File: config.mk
export PLATFORM = sky130hd
export DESIGN_NAME = timestamp_lru_slot_insert_top
export DESIGN_NICKNAME = d
export VERILOG_FILES = /design/src/hw/rtl/tsli_pkg.sv /design/src/hw/rtl/tsli_cell.sv /design/src/hw/rtl/timestamp_lru_slot_insert_top.sv
export SDC_FILE = /design/constraint.sdc
export NUM_CORES = 2
export LEC_CHECK = 0
export BUFFER_PORTS_ARGS = -buffer_cell sky130_fd_sc_hd__buf_2
export CAP_MARGIN = 20
export CORE_MARGIN = 2
export CORE_UTILIZATION = 40
export DETAILED_ROUTE_END_ITERATION = 8
export GPL_ROUTABILITY_DRIVEN = 0
export GPL_TIMING_DRIVEN = 0
export PLACE_DENSITY = 0.51
export SLEW_MARGIN = 20
export SYNTH_ARGS = -nofsm -noshare
export SYNTH_HDL_FRONTEND = slang
export SYNTH_SLANG_ARGS = --single-unit
export TNS_END_PERCENT = 50
File: constraint.sdc
create_clock -name clk -period 8.29 [get_ports clk]
set_input_delay 0.4145 -clock clk [delete_from_list [all_inputs] [get_ports clk]]
set_output_delay 0.4145 -clock clk [all_outputs]
set_load 0.01 [all_outputs]
File: src/hw/rtl/tsli_pkg.sv
// tsli_pkg: shared types for the timestamp lru slot insert block
// transaction payload structs, scan flag struct and control state codes
// no dependencies
package tsli_pkg;

	// input transaction payload
	typedef struct packed {
		logic [31:0] now_time;
		logic [15:0] object_handle;
		logic [15:0] info_handle;
	} tsli_in_t;

	// result transaction payload
	typedef struct packed {
		logic [3:0]  slot_index;
		logic        evicted;
		logic [15:0] evicted_object;
		logic [15:0] evicted_info;
		logic [4:0]  occupancy;
	} tsli_out_t;

	// search flags handed from cell to cell
	typedef struct packed {
		logic have_empty;
		logic have_valid;
	} scan_flags_t;

	// sequencer states
	typedef enum logic [1:0] {
		ST_IDLE,
		ST_SCAN,
		ST_WRITE
	} tsli_state_t;

	// register reset value: all slots active
	localparam logic [4:0] ACTIVE_SLOTS_RESET = 5'd16;

endpackage

File: src/hw/rtl/tsli_cell.sv
// tsli_cell: one slot of the table plus one stage of the search chain
// merges its slot into the running empty/oldest search and registers it
// depends on tsli_pkg
module tsli_cell #(
	parameter int SLOTS      = 16,
	parameter int STAMP_BITS = 32,
	parameter int IDX        = 0
) (
	input  logic                        clk,
	input  logic                        arst_n,
	input  logic [$clog2(SLOTS+1)-1:0]  act,
	// search record from the previous cell
	input  tsli_pkg::scan_flags_t       flags_in,
	input  logic [$clog2(SLOTS)-1:0]    empty_idx_in,
	input  logic [$clog2(SLOTS)-1:0]    old_idx_in,
	input  logic [STAMP_BITS-1:0]       old_stamp_in,
	input  logic [15:0]                 old_obj_in,
	input  logic [15:0]                 old_info_in,
	// search record to the next cell
	output tsli_pkg::scan_flags_t       flags_out,
	output logic [$clog2(SLOTS)-1:0]    empty_idx_out,
	output logic [$clog2(SLOTS)-1:0]    old_idx_out,
	output logic [STAMP_BITS-1:0]       old_stamp_out,
	output logic [15:0]                 old_obj_out,
	output logic [15:0]                 old_info_out,
	// write-back broadcast
	input  logic                        wr_en,
	input  logic [$clog2(SLOTS)-1:0]    wr_idx,
	input  logic [STAMP_BITS-1:0]       wr_stamp,
	input  logic [15:0]                 wr_obj,
	input  logic [15:0]                 wr_info
);
	import tsli_pkg::*;

	localparam int CW = $clog2(SLOTS+1);
	localparam int IW = $clog2(SLOTS);

	logic                  valid_q;
	logic [STAMP_BITS-1:0] stamp_q;
	logic [15:0]           obj_q;
	logic [15:0]           info_q;

	scan_flags_t           flags_d;
	logic [IW-1:0]         empty_idx_d;
	logic [IW-1:0]         old_idx_d;
	logic [STAMP_BITS-1:0] old_stamp_d;
	logic [15:0]           old_obj_d;
	logic [15:0]           old_info_d;
	logic                  active;

	assign active = CW'(IDX) < act;

	always_comb begin
		flags_d     = flags_in;
		empty_idx_d = empty_idx_in;
		old_idx_d   = old_idx_in;
		old_stamp_d = old_stamp_in;
		old_obj_d   = old_obj_in;
		old_info_d  = old_info_in;
		if (active) begin
			if (!valid_q) begin
				if (!flags_in.have_empty) begin
					flags_d.have_empty = 1'b1;
					empty_idx_d        = IW'(IDX);
				end
			end else if (!flags_in.have_valid || stamp_q < old_stamp_in) begin
				// strictly smaller keeps the lowest index on ties
				flags_d.have_valid = 1'b1;
				old_idx_d          = IW'(IDX);
				old_stamp_d        = stamp_q;
				old_obj_d          = obj_q;
				old_info_d         = info_q;
			end
		end
	end

	always_ff @(posedge clk or negedge arst_n) begin
		if (!arst_n) begin
			flags_out <= '0;
			valid_q   <= 1'b0;
		end else begin
			flags_out <= flags_d;
			if (wr_en && wr_idx == IW'(IDX)) begin
				valid_q <= 1'b1;
			end
		end
	end

	always_ff @(posedge clk) begin
		empty_idx_out <= empty_idx_d;
		old_idx_out   <= old_idx_d;
		old_stamp_out <= old_stamp_d;
		old_obj_out   <= old_obj_d;
		old_info_out  <= old_info_d;
		if (wr_en && wr_idx == IW'(IDX)) begin
			stamp_q <= wr_stamp;
			obj_q   <= wr_obj;
			info_q  <= wr_info;
		end
	end

endmodule

File: src/hw/rtl/timestamp_lru_slot_insert_top.sv
// timestamp_lru_slot_insert_top: fully associative slot table with oldest-stamp eviction
// a row of tsli_cell slots searched as a chain, plus the sequencer and output register
// depends on tsli_pkg and tsli_cell
//
// channel | direction | handshake            | payload
// --------+-----------+----------------------+---------------------------
// in      | input     | in_valid / in_ready  | in_data  (tsli_in_t)
// out     | output    | out_valid / out_ready| out_data (tsli_out_t)
// cfg     | input     | cfg_valid / cfg_ready| cfg_data (active_slots)
//
// one transaction passes through accept, a scan while the search record ripples one cell
// per cycle down the chain, then the write-back into the chosen slot.
// in_ready is high only while idle; a finished result waits in the output register
// and the next transaction is taken meanwhile. a full output register holds the
// write-back until it drains. reset empties every slot and restores active_slots
// to 16; slot contents are not cleared. cfg_ready is always high.
module timestamp_lru_slot_insert_top #(
	parameter int SLOTS      = 16,
	parameter int STAMP_BITS = 32
) (
	input  logic                clk,
	input  logic                arst_n,
	input  logic                in_valid,
	output logic                in_ready,
	input  tsli_pkg::tsli_in_t  in_data,
	output logic                out_valid,
	input  logic                out_ready,
	output tsli_pkg::tsli_out_t out_data,
	input  logic                cfg_valid,
	output logic                cfg_ready,
	input  logic [4:0]          cfg_data
);
	import tsli_pkg::*;

	localparam int CW = $clog2(SLOTS+1);
	localparam int IW = $clog2(SLOTS);

	// configuration register and its clamped value
	logic [4:0]    active_slots_q;
	logic [CW-1:0] act;

	// sequencer
	tsli_state_t   state_q;
	tsli_state_t   state_d;
	logic [IW-1:0] cnt_q;
	logic          accept;
	logic          wr_fire;

	// latched input transaction
	logic [STAMP_BITS-1:0] stamp_q;
	logic [15:0]           obj_q;
	logic [15:0]           info_q;

	logic [CW-1:0] used_q;
	logic [CW-1:0] used_next;

	// search chain, entry 0 is the empty seed
	scan_flags_t           ch_flags [SLOTS+1];
	logic [IW-1:0]         ch_empty [SLOTS+1];
	logic [IW-1:0]         ch_old   [SLOTS+1];
	logic [STAMP_BITS-1:0] ch_stamp [SLOTS+1];
	logic [15:0]           ch_obj   [SLOTS+1];
	logic [15:0]           ch_info  [SLOTS+1];

	// write-back decision from the chain tail
	logic          use_empty;
	logic [IW-1:0] wr_idx;

	logic      out_valid_q;
	tsli_out_t out_data_q;

	assign cfg_ready = 1'b1;

	// zero acts as one, anything past the table size as the table size
	always_comb begin
		if (active_slots_q == '0) begin
			act = CW'(1);
		end else if (32'(active_slots_q) > SLOTS) begin
			act = CW'(SLOTS);
		end else begin
			act = CW'(active_slots_q);
		end
	end

	always_ff @(posedge clk or negedge arst_n) begin
		if (!arst_n) begin
			active_slots_q <= ACTIVE_SLOTS_RESET;
		end else if (cfg_valid && cfg_ready) begin
			active_slots_q <= cfg_data;
		end
	end

	assign in_ready = (state_q == ST_IDLE);
	assign accept   = in_valid && in_ready;
	assign wr_fire  = (state_q == ST_WRITE) && (!out_valid_q || out_ready);

	// next state
	always_comb begin
		state_d = state_q;
		unique case (state_q)
			ST_IDLE: begin
				if (accept) state_d = ST_SCAN;
			end
			ST_SCAN: begin
				// leave the scan once the tail record has settled
				if (cnt_q == IW'(SLOTS-1)) state_d = ST_WRITE;
			end
			ST_WRITE: begin
				if (wr_fire) state_d = ST_IDLE;
			end
			default: state_d = ST_IDLE;
		endcase
	end

	always_ff @(posedge clk or negedge arst_n) begin
		if (!arst_n) begin
			state_q <= ST_IDLE;
			cnt_q   <= '0;
		end else begin
			state_q <= state_d;
			if (state_q == ST_SCAN) begin
				cnt_q <= cnt_q + IW'(1);
			end else begin
				cnt_q <= '0;
			end
		end
	end

	always_ff @(posedge clk) begin
		if (accept) begin
			stamp_q <= STAMP_BITS'(in_data.now_time);
			obj_q   <= in_data.object_handle;
			info_q  <= in_data.info_handle;
		end
	end

	// chain seed: nothing found yet
	assign ch_flags[0] = '0;
	assign ch_empty[0] = '0;
	assign ch_old[0]   = '0;
	assign ch_stamp[0] = '0;
	assign ch_obj[0]   = '0;
	assign ch_info[0]  = '0;

	for (genvar g = 0; g < SLOTS; g++) begin : g_cell
		tsli_cell #(
			.SLOTS      (SLOTS),
			.STAMP_BITS (STAMP_BITS),
			.IDX        (g)
		) u_cell (
			.clk           (clk),
			.arst_n        (arst_n),
			.act           (act),
			.flags_in      (ch_flags[g]),
			.empty_idx_in  (ch_empty[g]),
			.old_idx_in    (ch_old[g]),
			.old_stamp_in  (ch_stamp[g]),
			.old_obj_in    (ch_obj[g]),
			.old_info_in   (ch_info[g]),
			.flags_out     (ch_flags[g+1]),
			.empty_idx_out (ch_empty[g+1]),
			.old_idx_out   (ch_old[g+1]),
			.old_stamp_out (ch_stamp[g+1]),
			.old_obj_out   (ch_obj[g+1]),
			.old_info_out  (ch_info[g+1]),
			.wr_en         (wr_fire),
			.wr_idx        (wr_idx),
			.wr_stamp      (stamp_q),
			.wr_obj        (obj_q),
			.wr_info       (info_q)
		);
	end

	// fill an empty active slot while the count has room, or when no active slot is valid
	assign use_empty = ch_flags[SLOTS].have_empty
		&& (used_q < act || !ch_flags[SLOTS].have_valid);
	assign wr_idx    = use_empty ? ch_empty[SLOTS] : ch_old[SLOTS];
	assign used_next = (use_empty && used_q < CW'(SLOTS)) ? used_q + CW'(1) : used_q;

	always_ff @(posedge clk or negedge arst_n) begin
		if (!arst_n) begin
			used_q      <= '0;
			out_valid_q <= 1'b0;
		end else begin
			if (wr_fire) begin
				used_q      <= used_next;
				out_valid_q <= 1'b1;
			end else if (out_ready) begin
				out_valid_q <= 1'b0;
			end
		end
	end

	always_ff @(posedge clk) begin
		if (wr_fire) begin
			out_data_q.slot_index     <= 4'(wr_idx);
			out_data_q.evicted        <= !use_empty;
			out_data_q.evicted_object <= use_empty ? 16'd0 : ch_obj[SLOTS];
			out_data_q.evicted_info   <= use_empty ? 16'd0 : ch_info[SLOTS];
			out_data_q.occupancy      <= 5'(used_next);
		end
	end

	assign out_valid = out_valid_q;
	assign out_data  = out_data_q;

endmodule

-- Yosys cells after proc, flatten, opt, wreduce, memory -nomap -nowiden
Cells that the tools add are included.
- register bits: 2307
- input bits: 74
- output and inout bits: 45
- logic and storage cells: 599
- $add $sub $neg: 2
- $lt $le $gt $ge: 34
- equality and inequality tests: 21
- multiplexer cells: 292
- bitwise logic cells: 1
- reduce and logical (&&, ||, !) cells: 63
- operators with widths (kind ; count):
    16-bit two-way mux ; 90
    32-bit two-way mux ; 42
    32-bit < comparator ; 15
    4-bit two-way mux ; 86
    1-bit two-way mux ; 51
    4-bit by 5-bit < comparator with 1-bit output, first input constant ; 8
    2-bit two-way mux ; 19
    4-bit == test, second input constant ; 9
    1-bit logical AND ; 20
    3-bit by 5-bit < comparator with 1-bit output, first input constant ; 4
    1-bit zero test ; 18
    1-bit logical OR ; 17
    4-bit by 3-bit == test with 1-bit output, second input constant ; 4
    5-bit two-way mux ; 3
    1-bit by 5-bit < comparator with 1-bit output, first input constant ; 2
    2-bit by 5-bit < comparator with 1-bit output, first input constant ; 2
    4-bit by 2-bit == test with 1-bit output, second input constant ; 2
    2-bit one-hot mux with 3 select lines ; 1
    5-bit by 1-bit adder with 5-bit output, second input constant ; 1
    5-bit greater-than comparator, second input constant ; 1
    5-bit zero test ; 1
    5-bit < comparator ; 1
    5-bit < comparator, second input constant ; 1
    4-bit by 1-bit adder with 4-bit output, second input constant ; 1
    12 further kinds ; 14

-- Depth between registers and ports, before layout
- depth after elaboration: 9
- gate-level depth with buffers: 14

-- Cells and area by module
From an unflattened synthesis, not the netlist that was laid out.
- cells, all modules: 5630
- area, all modules: 86304.0 um^2
- by module, submodules not included (module ; times used ; cells an instance ; area each (um^2) ; sequential area each (um^2)):
    tsli_cell (g_cell[0].u_cell ...) ; 2 ; 336 ; 5102.4 ; 3438.3
    tsli_cell (g_cell[9].u_cell) ; 1 ; 338 ; 5213.8 ; 3438.3
    tsli_cell (g_cell[7].u_cell) ; 1 ; 339 ; 5151.2 ; 3438.3
    tsli_cell (g_cell[8].u_cell) ; 1 ; 338 ; 5124.9 ; 3438.3
    tsli_cell (g_cell[15].u_cell) ; 1 ; 342 ; 5123.7 ; 3438.3
    tsli_cell (g_cell[1].u_cell) ; 1 ; 336 ; 5123.7 ; 3438.3
    tsli_cell (g_cell[6].u_cell) ; 1 ; 335 ; 5118.7 ; 3438.3
    tsli_cell (g_cell[10].u_cell) ; 1 ; 339 ; 5108.6 ; 3438.3
    tsli_cell (g_cell[12].u_cell) ; 1 ; 336 ; 5104.9 ; 3438.3
    tsli_cell (g_cell[14].u_cell) ; 1 ; 335 ; 5104.9 ; 3438.3
    tsli_cell (g_cell[4].u_cell) ; 1 ; 338 ; 5104.9 ; 3438.3
    tsli_cell (g_cell[5].u_cell) ; 1 ; 336 ; 5103.6 ; 3438.3
    tsli_cell (g_cell[2].u_cell) ; 1 ; 335 ; 5102.4 ; 3438.3
    tsli_cell (g_cell[3].u_cell) ; 1 ; 336 ; 5101.1 ; 3438.3
    2 more rows ; - ; - ; - ; -

-- Worst setup path before layout
Ideal clock, no wire load.
- path kind: register to register
- start point: register state_q[0]
- end point: register g_cell[6].u_cell.info_q[0], enable pin
- library setup time: 0.508 ns
- arrival time: 5.212 ns
- slack: 2.570 ns
- cell stages (with the launch flop): 7
- cells stage by stage: dfrtp_1 nand2b_1 nand2b_1 clkbuf_1 inv_1 nand3_1 o22ai_1
- cells in the longest elaborated chain, start to end: 3
- ends and longest elaborated chain (what ; RTL line ; source):
    from (decl) ; timestamp_lru_slot_insert_top.sv:43 ; tsli_state_t state_q;
    from (signal assigned) ; timestamp_lru_slot_insert_top.sv:120 ; state_q <= state_d;
    2-bit == test ; timestamp_lru_slot_insert_top.sv:95 ; assign wr_fire = (state_q == ST_WRITE) && (!out_valid_q || out_ready);
    1-bit logical AND ; timestamp_lru_slot_insert_top.sv:95 ;
    net g_cell[0].u_cell.wr_en ; tsli_cell.sv:27 ; input logic wr_en,
    1-bit logical AND ; tsli_cell.sv:95 ; if (wr_en && wr_idx == IW'(IDX)) begin
    to (signal assigned) ; tsli_cell.sv:98 ; info_q <= wr_info;
    to (decl) ; tsli_cell.sv:41 ; logic [15:0] info_q;
The timed path passes the listed nets, and every way through them passes these cells.
A chain may end at the register's enable or synchronous reset.

-- Worst setup path after layout
- start point: register active_slots_q[4]
- end point: register g_cell[0].u_cell.info_q[8], enable pin
- cells in the longest elaborated chain, start to end: 9
- ends and longest elaborated chain (what ; RTL line ; source):
    from (decl) ; timestamp_lru_slot_insert_top.sv:39 ; logic [4:0] active_slots_q;
    from (signal assigned) ; timestamp_lru_slot_insert_top.sv:89 ; active_slots_q <= cfg_data;
    5-bit greater-than comparator ; timestamp_lru_slot_insert_top.sv:78 ; end else if (32'(active_slots_q) > SLOTS) begin
    5-bit two-way mux ; timestamp_lru_slot_insert_top.sv:78 ;
    5-bit two-way mux * ; timestamp_lru_slot_insert_top.sv:76 ; if (active_slots_q == '0) begin
    5-bit < comparator * ; timestamp_lru_slot_insert_top.sv:176 ; && (used_q < act || !ch_flags[SLOTS].have_valid);
    1-bit logical OR * ; timestamp_lru_slot_insert_top.sv:176 ;
    1-bit logical AND * ; timestamp_lru_slot_insert_top.sv:176 ;
    4-bit two-way mux * ; timestamp_lru_slot_insert_top.sv:177 ; assign wr_idx = use_empty ? ch_empty[SLOTS] : ch_old[SLOTS];
    4-bit zero test * ; tsli_cell.sv:95 ;
    1-bit logical AND * ; tsli_cell.sv:95 ;
    to (signal assigned) ; tsli_cell.sv:98 ;
    to (decl) ; tsli_cell.sv:41 ;
Mark *: on every way between the ends. The rest lies on a longest branch, timed or not.

==> results.md <==
Route:
- Dividing the detail-routed via count by the number of cells gives approximately 5.2.
- The aggregate routed wire length is between 200000 and 250000 um.
- The DRC violation count after routing is 0.
- The total via count after detailed routing is around 52000.
- The number of routed nets with antenna violations is 0.
- The DRC marker count from the first detailed-route iteration is between 4000 and 5000.
- Before antenna repair, the detailed router went through 8 iterations.
- The final routed wire length divided by cell count is 22.4 um.

Power and ir drop:
- The part of the total power dissipated in sequential elements is 48.6%.
- In this run, the combinational gates consume ~14% of the power.
- The internal portion of the total power is between 20 and 25 mW.
- Overall power consumption after layout is estimated at 29.3 mW.
- IR analysis of the VDD net gives a maximum drop of roughly 0.00020 V.
- The leakage component of the power is 38.5 nW.
- In this run switching power makes up a little over a quarter of total power.
- In this run the power spent charging and discharging nets is about 7.8 mW.
- For this design the ratio of total power to cell area is roughly 290 nW/um^2.
- The clock network accounts for 37.1% of the total power.

Setup path:
- The data required time at the worst endpoint is about 8.9 ns.
- The path length in cells of the critical path is 13.
- The cell type of the slowest stage on the worst timing path is sky130_fd_sc_hd__nor4_1.
- The family with the most delay on the worst path is buffers and inverters.
- The cell seen most often among critical-path stages is sky130_fd_sc_hd__buf_2.
- The worst reg2reg path endpoint is g_cell[0].u_cell.info_q[8].
- The depth of the worst register-to-register path is 13.
- The critical path is of the register to register type.
- The worst setup path is launched from a register.
- The setup slack of the most critical reg-to-reg path is approximately 3.8 ns.
- The arrival time of the worst setup path is slightly above 5 ns.
- The origin of the critical flop-to-flop path is active_slots_q[4].
- The critical path goes through buf_4 -> buf_2 -> inv_1 -> nand2_1 -> ha_1 -> o21a_1 -> o21ai_0 -> a22o_1 -> buf_2 -> inv_2 -> nor4_1 -> a22o_4 -> buf_16.
- For this run, the slowest stage of the critical path takes approximately 0.83 ns.
- The buffers plus inverters on the worst setup path is 6.
- The worst setup path is captured at a register.
- The largest fanout of any net on the critical path is 33.

Synth:
- The sequential area share after synthesis is about two thirds.
- When the netlist entered floorplanning its net count stood at between 7000 and 8000.
- The post-synth design cell area is 88300 sq um.
- After synthesis, the netlist uses 78 different library cells.
- The count of state elements after synthesis is ~2300.
- Yosys printed 0 warnings.
- Counting flops with an async set or reset pin after synthesis yields a share of approximately 2.8%.
- The number of enable flip-flop cells after synthesis is 1130.
- Synthesis handed over a netlist of around 6500 instances.
- The mean area per synthesized cell is ~14 sq um.
- For this run, the leading register cell type out of synthesis is sky130_fd_sc_hd__edfxtp_1.

Global routing:
- The via count of the first global-routing pass is ~53000.
- The residual overflow from global routing is 0.
- The first global-routing pass estimated ~340000 um of wire.
- Entering global routing, the biggest net connects 48 pins.
- The initial antenna violation count was 13.
- The global-route usage over all layers is 20.0%.

STA:
- After layout, the worst path uses between 50 and 60% of the clock period.
- Subtracting the final worst setup slack from the clock period gives between 4 and 5 ns.
- Setup violations remaining at the end of the flow were counted as 0.
- Timing would allow up to between 200 and 250 MHz.
- The worst pin sits at a relative slew slack of 20.3%.
- The worst setup slack after layout is 3.76 ns.
- The final count of hold timing violations was 0.
- The largest clock skew in the final design is between 0.07 and 0.08 ns.
- The number of max-slew violations in the final report was 0.
- Setup repair after global routing left no endpoint under its margin.
- The transition time at the pin with the least slew margin is between 1 and 1.5 ns.

Die:
- The top-level I/O count is approximately 120.
- From bottom edge to top edge, the die measures around 470 um.
- The number of placement rows is about 170.
- The initial utilization of the core area, before any placement, comes to 40.2%.
- The die covers 224000 sq um.
- In this run the horizontal extent of the chip is 474 um.
- The placeable core area is roughly 220000 sq um.

Clock tree:
- In this run, CTS created clock tree buffers numbering between 200 and 250.
- For the worst-skew pair, the clock arrives at the later sink with an insertion delay of 0.92 ns.
- Clock tree synthesis selected as its root buffer the cell sky130_fd_sc_hd__clkbuf_16.
- The number of gates given a new drive strength after cts is 0.
- TritonCTS built the clock tree.
- The number of setup buffers added after CTS is 0.
- The clock net in this run drives a total of around 2300 sinks.
- Counting along the longest clock path gives a buffer depth of 3.
- The H-tree generated during clock tree synthesis spans 4 levels.
- Clock-pin slew was measured on the worst setup and hold paths at about 0.060 ns.

Placement:
- During placement, the flow inserted port buffers numbering between 100 and 150.
- The number of placed instances, taps included is 9502.
- Summed over all nets, the half-perimeter wirelength after detailed placement is between 150000 and 200000 um.
- Before CTS, the worst setup slack after placement is between 3 and 4 ns.

Hold path:
- The classification of the worst-slack hold path is input pin to async pin.

Cells and area:
- Once layout is complete, the utilization of the core stands at between 40% and 50%.
- The layout has between 15000 and 20000 filler cells.
- The area growth from synthesis to layout is 16.2%.
- After the last flow step, the layout net total stands at roughly 7500.
- The fraction of final layout cells with drive strength greater than 1 is between 20% and 30%.
- The number of non-filler instances in the completed layout is a little over 10000.

Outcome:
- The run finished with clean final reports.

Job:
- The number of max-cap violations is 0.
Yosys cell counts (all sizes together) (128+ instances only):
| cell type | n | share of area (%) |
|---|---|---|
| a21oi | 200 | 1.1 |
| and2 | 165 | 1.2 |
| buf | 128 | 0.87 |
| clkbuf | 155 | 0.66 |
| dfxtp | 1090 | 25 |
| edfxtp | 1130 | 38 |
| ha | 471 | 6.7 |
| inv | 490 | 2.1 |
| mux2 | 779 | 9.9 |
| nand2 | 424 | 1.8 |
| nand3 | 145 | 0.82 |
| o311ai | 128 | 1.3 |
area by class of cell:
| type | count | area, sq um | area share, % |
|---|---|---|---|
| multi-input cells | 3419 | 27900 | 27.2 |
| repair buffers | 232 | 2210 | 2.16 |
| clock buffers | 350 | 6920 | 6.75 |
| clock inverters | 112 | 1290 | 1.26 |
| well taps | 2871 | 3590 | 3.50 |
| inverters | 490 | 1840 | 1.80 |
| flip-flops and latches | 2285 | 57400 | 56.0 |
| plain buffers | 283 | 1360 | 1.32 |
| diodes | 11 | 27.5 | 0.0268 |
state kept, by name, summed over array words and instances (netlist names):
register and flops:
active_slots_q 5, cnt_q 4, g_cell.u_cell.empty_idx_out 49, g_cell.u_cell.flags_out 32, g_cell.u_cell.info_q 256, g_cell.u_cell.obj_q 256, g_cell.u_cell.old_idx_out 49, g_cell.u_cell.old_info_out 256
g_cell.u_cell.old_obj_out 256, g_cell.u_cell.old_stamp_out 480, g_cell.u_cell.stamp_q 512, g_cell.u_cell.valid_q 16, info_q 16, obj_q 16, out_data 42, out_valid 1
stamp_q 32, state_q 2, used_q 5
cell usage in the layout (no fill, tap or decap), types with 14 or more instances in the layout:
master and n:
sky130_fd_sc_hd__mux2_1 56, sky130_fd_sc_hd__nor2b_1 43, sky130_fd_sc_hd__nor3b_1 97, sky130_fd_sc_hd__clkinv_16 14
sky130_fd_sc_hd__clkbuf_8 44, sky130_fd_sc_hd__nand2_1 424, sky130_fd_sc_hd__nor2_1 83, sky130_fd_sc_hd__a31oi_1 79
sky130_fd_sc_hd__dfxtp_1 1090, sky130_fd_sc_hd__o21bai_1 17, sky130_fd_sc_hd__mux2i_1 34, sky130_fd_sc_hd__nor3_1 44
sky130_fd_sc_hd__clkbuf_1 216, sky130_fd_sc_hd__buf_4 35, sky130_fd_sc_hd__nor4_1 15, sky130_fd_sc_hd__inv_1 488
sky130_fd_sc_hd__edfxtp_1 1130, sky130_fd_sc_hd__dfrtp_1 64, sky130_fd_sc_hd__bufinv_16 15, sky130_fd_sc_hd__a21oi_1 197
sky130_fd_sc_hd__nand4_1 94, sky130_fd_sc_hd__nand2b_1 44, sky130_fd_sc_hd__buf_16 21, sky130_fd_sc_hd__ha_1 471
sky130_fd_sc_hd__a221oi_1 71, sky130_fd_sc_hd__a211oi_1 31, sky130_fd_sc_hd__o21ai_0 118, sky130_fd_sc_hd__or2_2 50
sky130_fd_sc_hd__nand3b_1 95, sky130_fd_sc_hd__dlygate4sd3_1 78, sky130_fd_sc_hd__buf_2 188, sky130_fd_sc_hd__mux2_2 723
sky130_fd_sc_hd__clkinv_2 46, sky130_fd_sc_hd__clkbuf_16 243, sky130_fd_sc_hd__o311ai_0 127, sky130_fd_sc_hd__clkinv_1 24
sky130_fd_sc_hd__and2_1 164, sky130_fd_sc_hd__nand3_1 145
per-layer routing:
layer / part of all wire (%) / track usage (%)
met1: 47 / 28.4
met2: 45 / 30.9
met3: 5.3 / 3.49
met4: 2.9 / 6.70
met5: 0.0058 / 0
stage by stage:
step                area, sq um  setup TNS, ns  hold slack, ns
finish                   103000              0          0.0643
global route             103000              0          0.0435
detailed placement        93500              0           0.390
floorplan                 88300              0           0.119
global placement          92400        -150.14           0.392
CTS                      103000              0        0.000296
power by group through the flow:
stage          registers (mW)  clock network (mW)  logic (mW)
5_1_grt                  14.4                11.7        4.68
2_1_floorplan            14.0                   0        2.90
3_3_place_gp             14.5                   0        4.02
3_5_place_dp             14.5                   0        4.14
6_report                 14.2                10.9        4.19
4_1_cts                  14.3                11.2        4.21
cell families after synthesis:
logic type               Yosys count  share of synthesized area [%]
other                              1                        0.00425
adder cells (fa/ha/maj)          471                           6.68
buffers and inverters            773                           3.62
multiplexers                     813                           10.3
XOR/XNOR                           8                         0.0794
AO/OA/AOI/OAI                    793                           6.19
AND/OR/NAND/NOR                 1333                           8.09
flip-flops                      2285                           65.0
timing repair:
action | 4_1_cts | 5_1_grt
setup endpoints to repair | 0 | 0
endpoints found under the hold margin | 138 | 0
hold buffers | 78 | 0
how the worst max path moves through the flow:
stage,start,endpoint,slack (ns)
after global routing,active_slots_q[4],g_cell[0].u_cell.info_q[8],3.57
after detailed placement,active_slots_q[4],g_cell[0].u_cell.info_q[14],3.76
after global placement,state_q[0],g_cell[6].u_cell.info_q[14],-1.75
after CTS,active_slots_q[4],g_cell[0].u_cell.info_q[8],3.74
after floorplan,state_q[0],g_cell[6].u_cell.info_q[0],2.57
final,active_slots_q[4],g_cell[0].u_cell.info_q[8],3.76
Power figures use the tool's default switching activity.
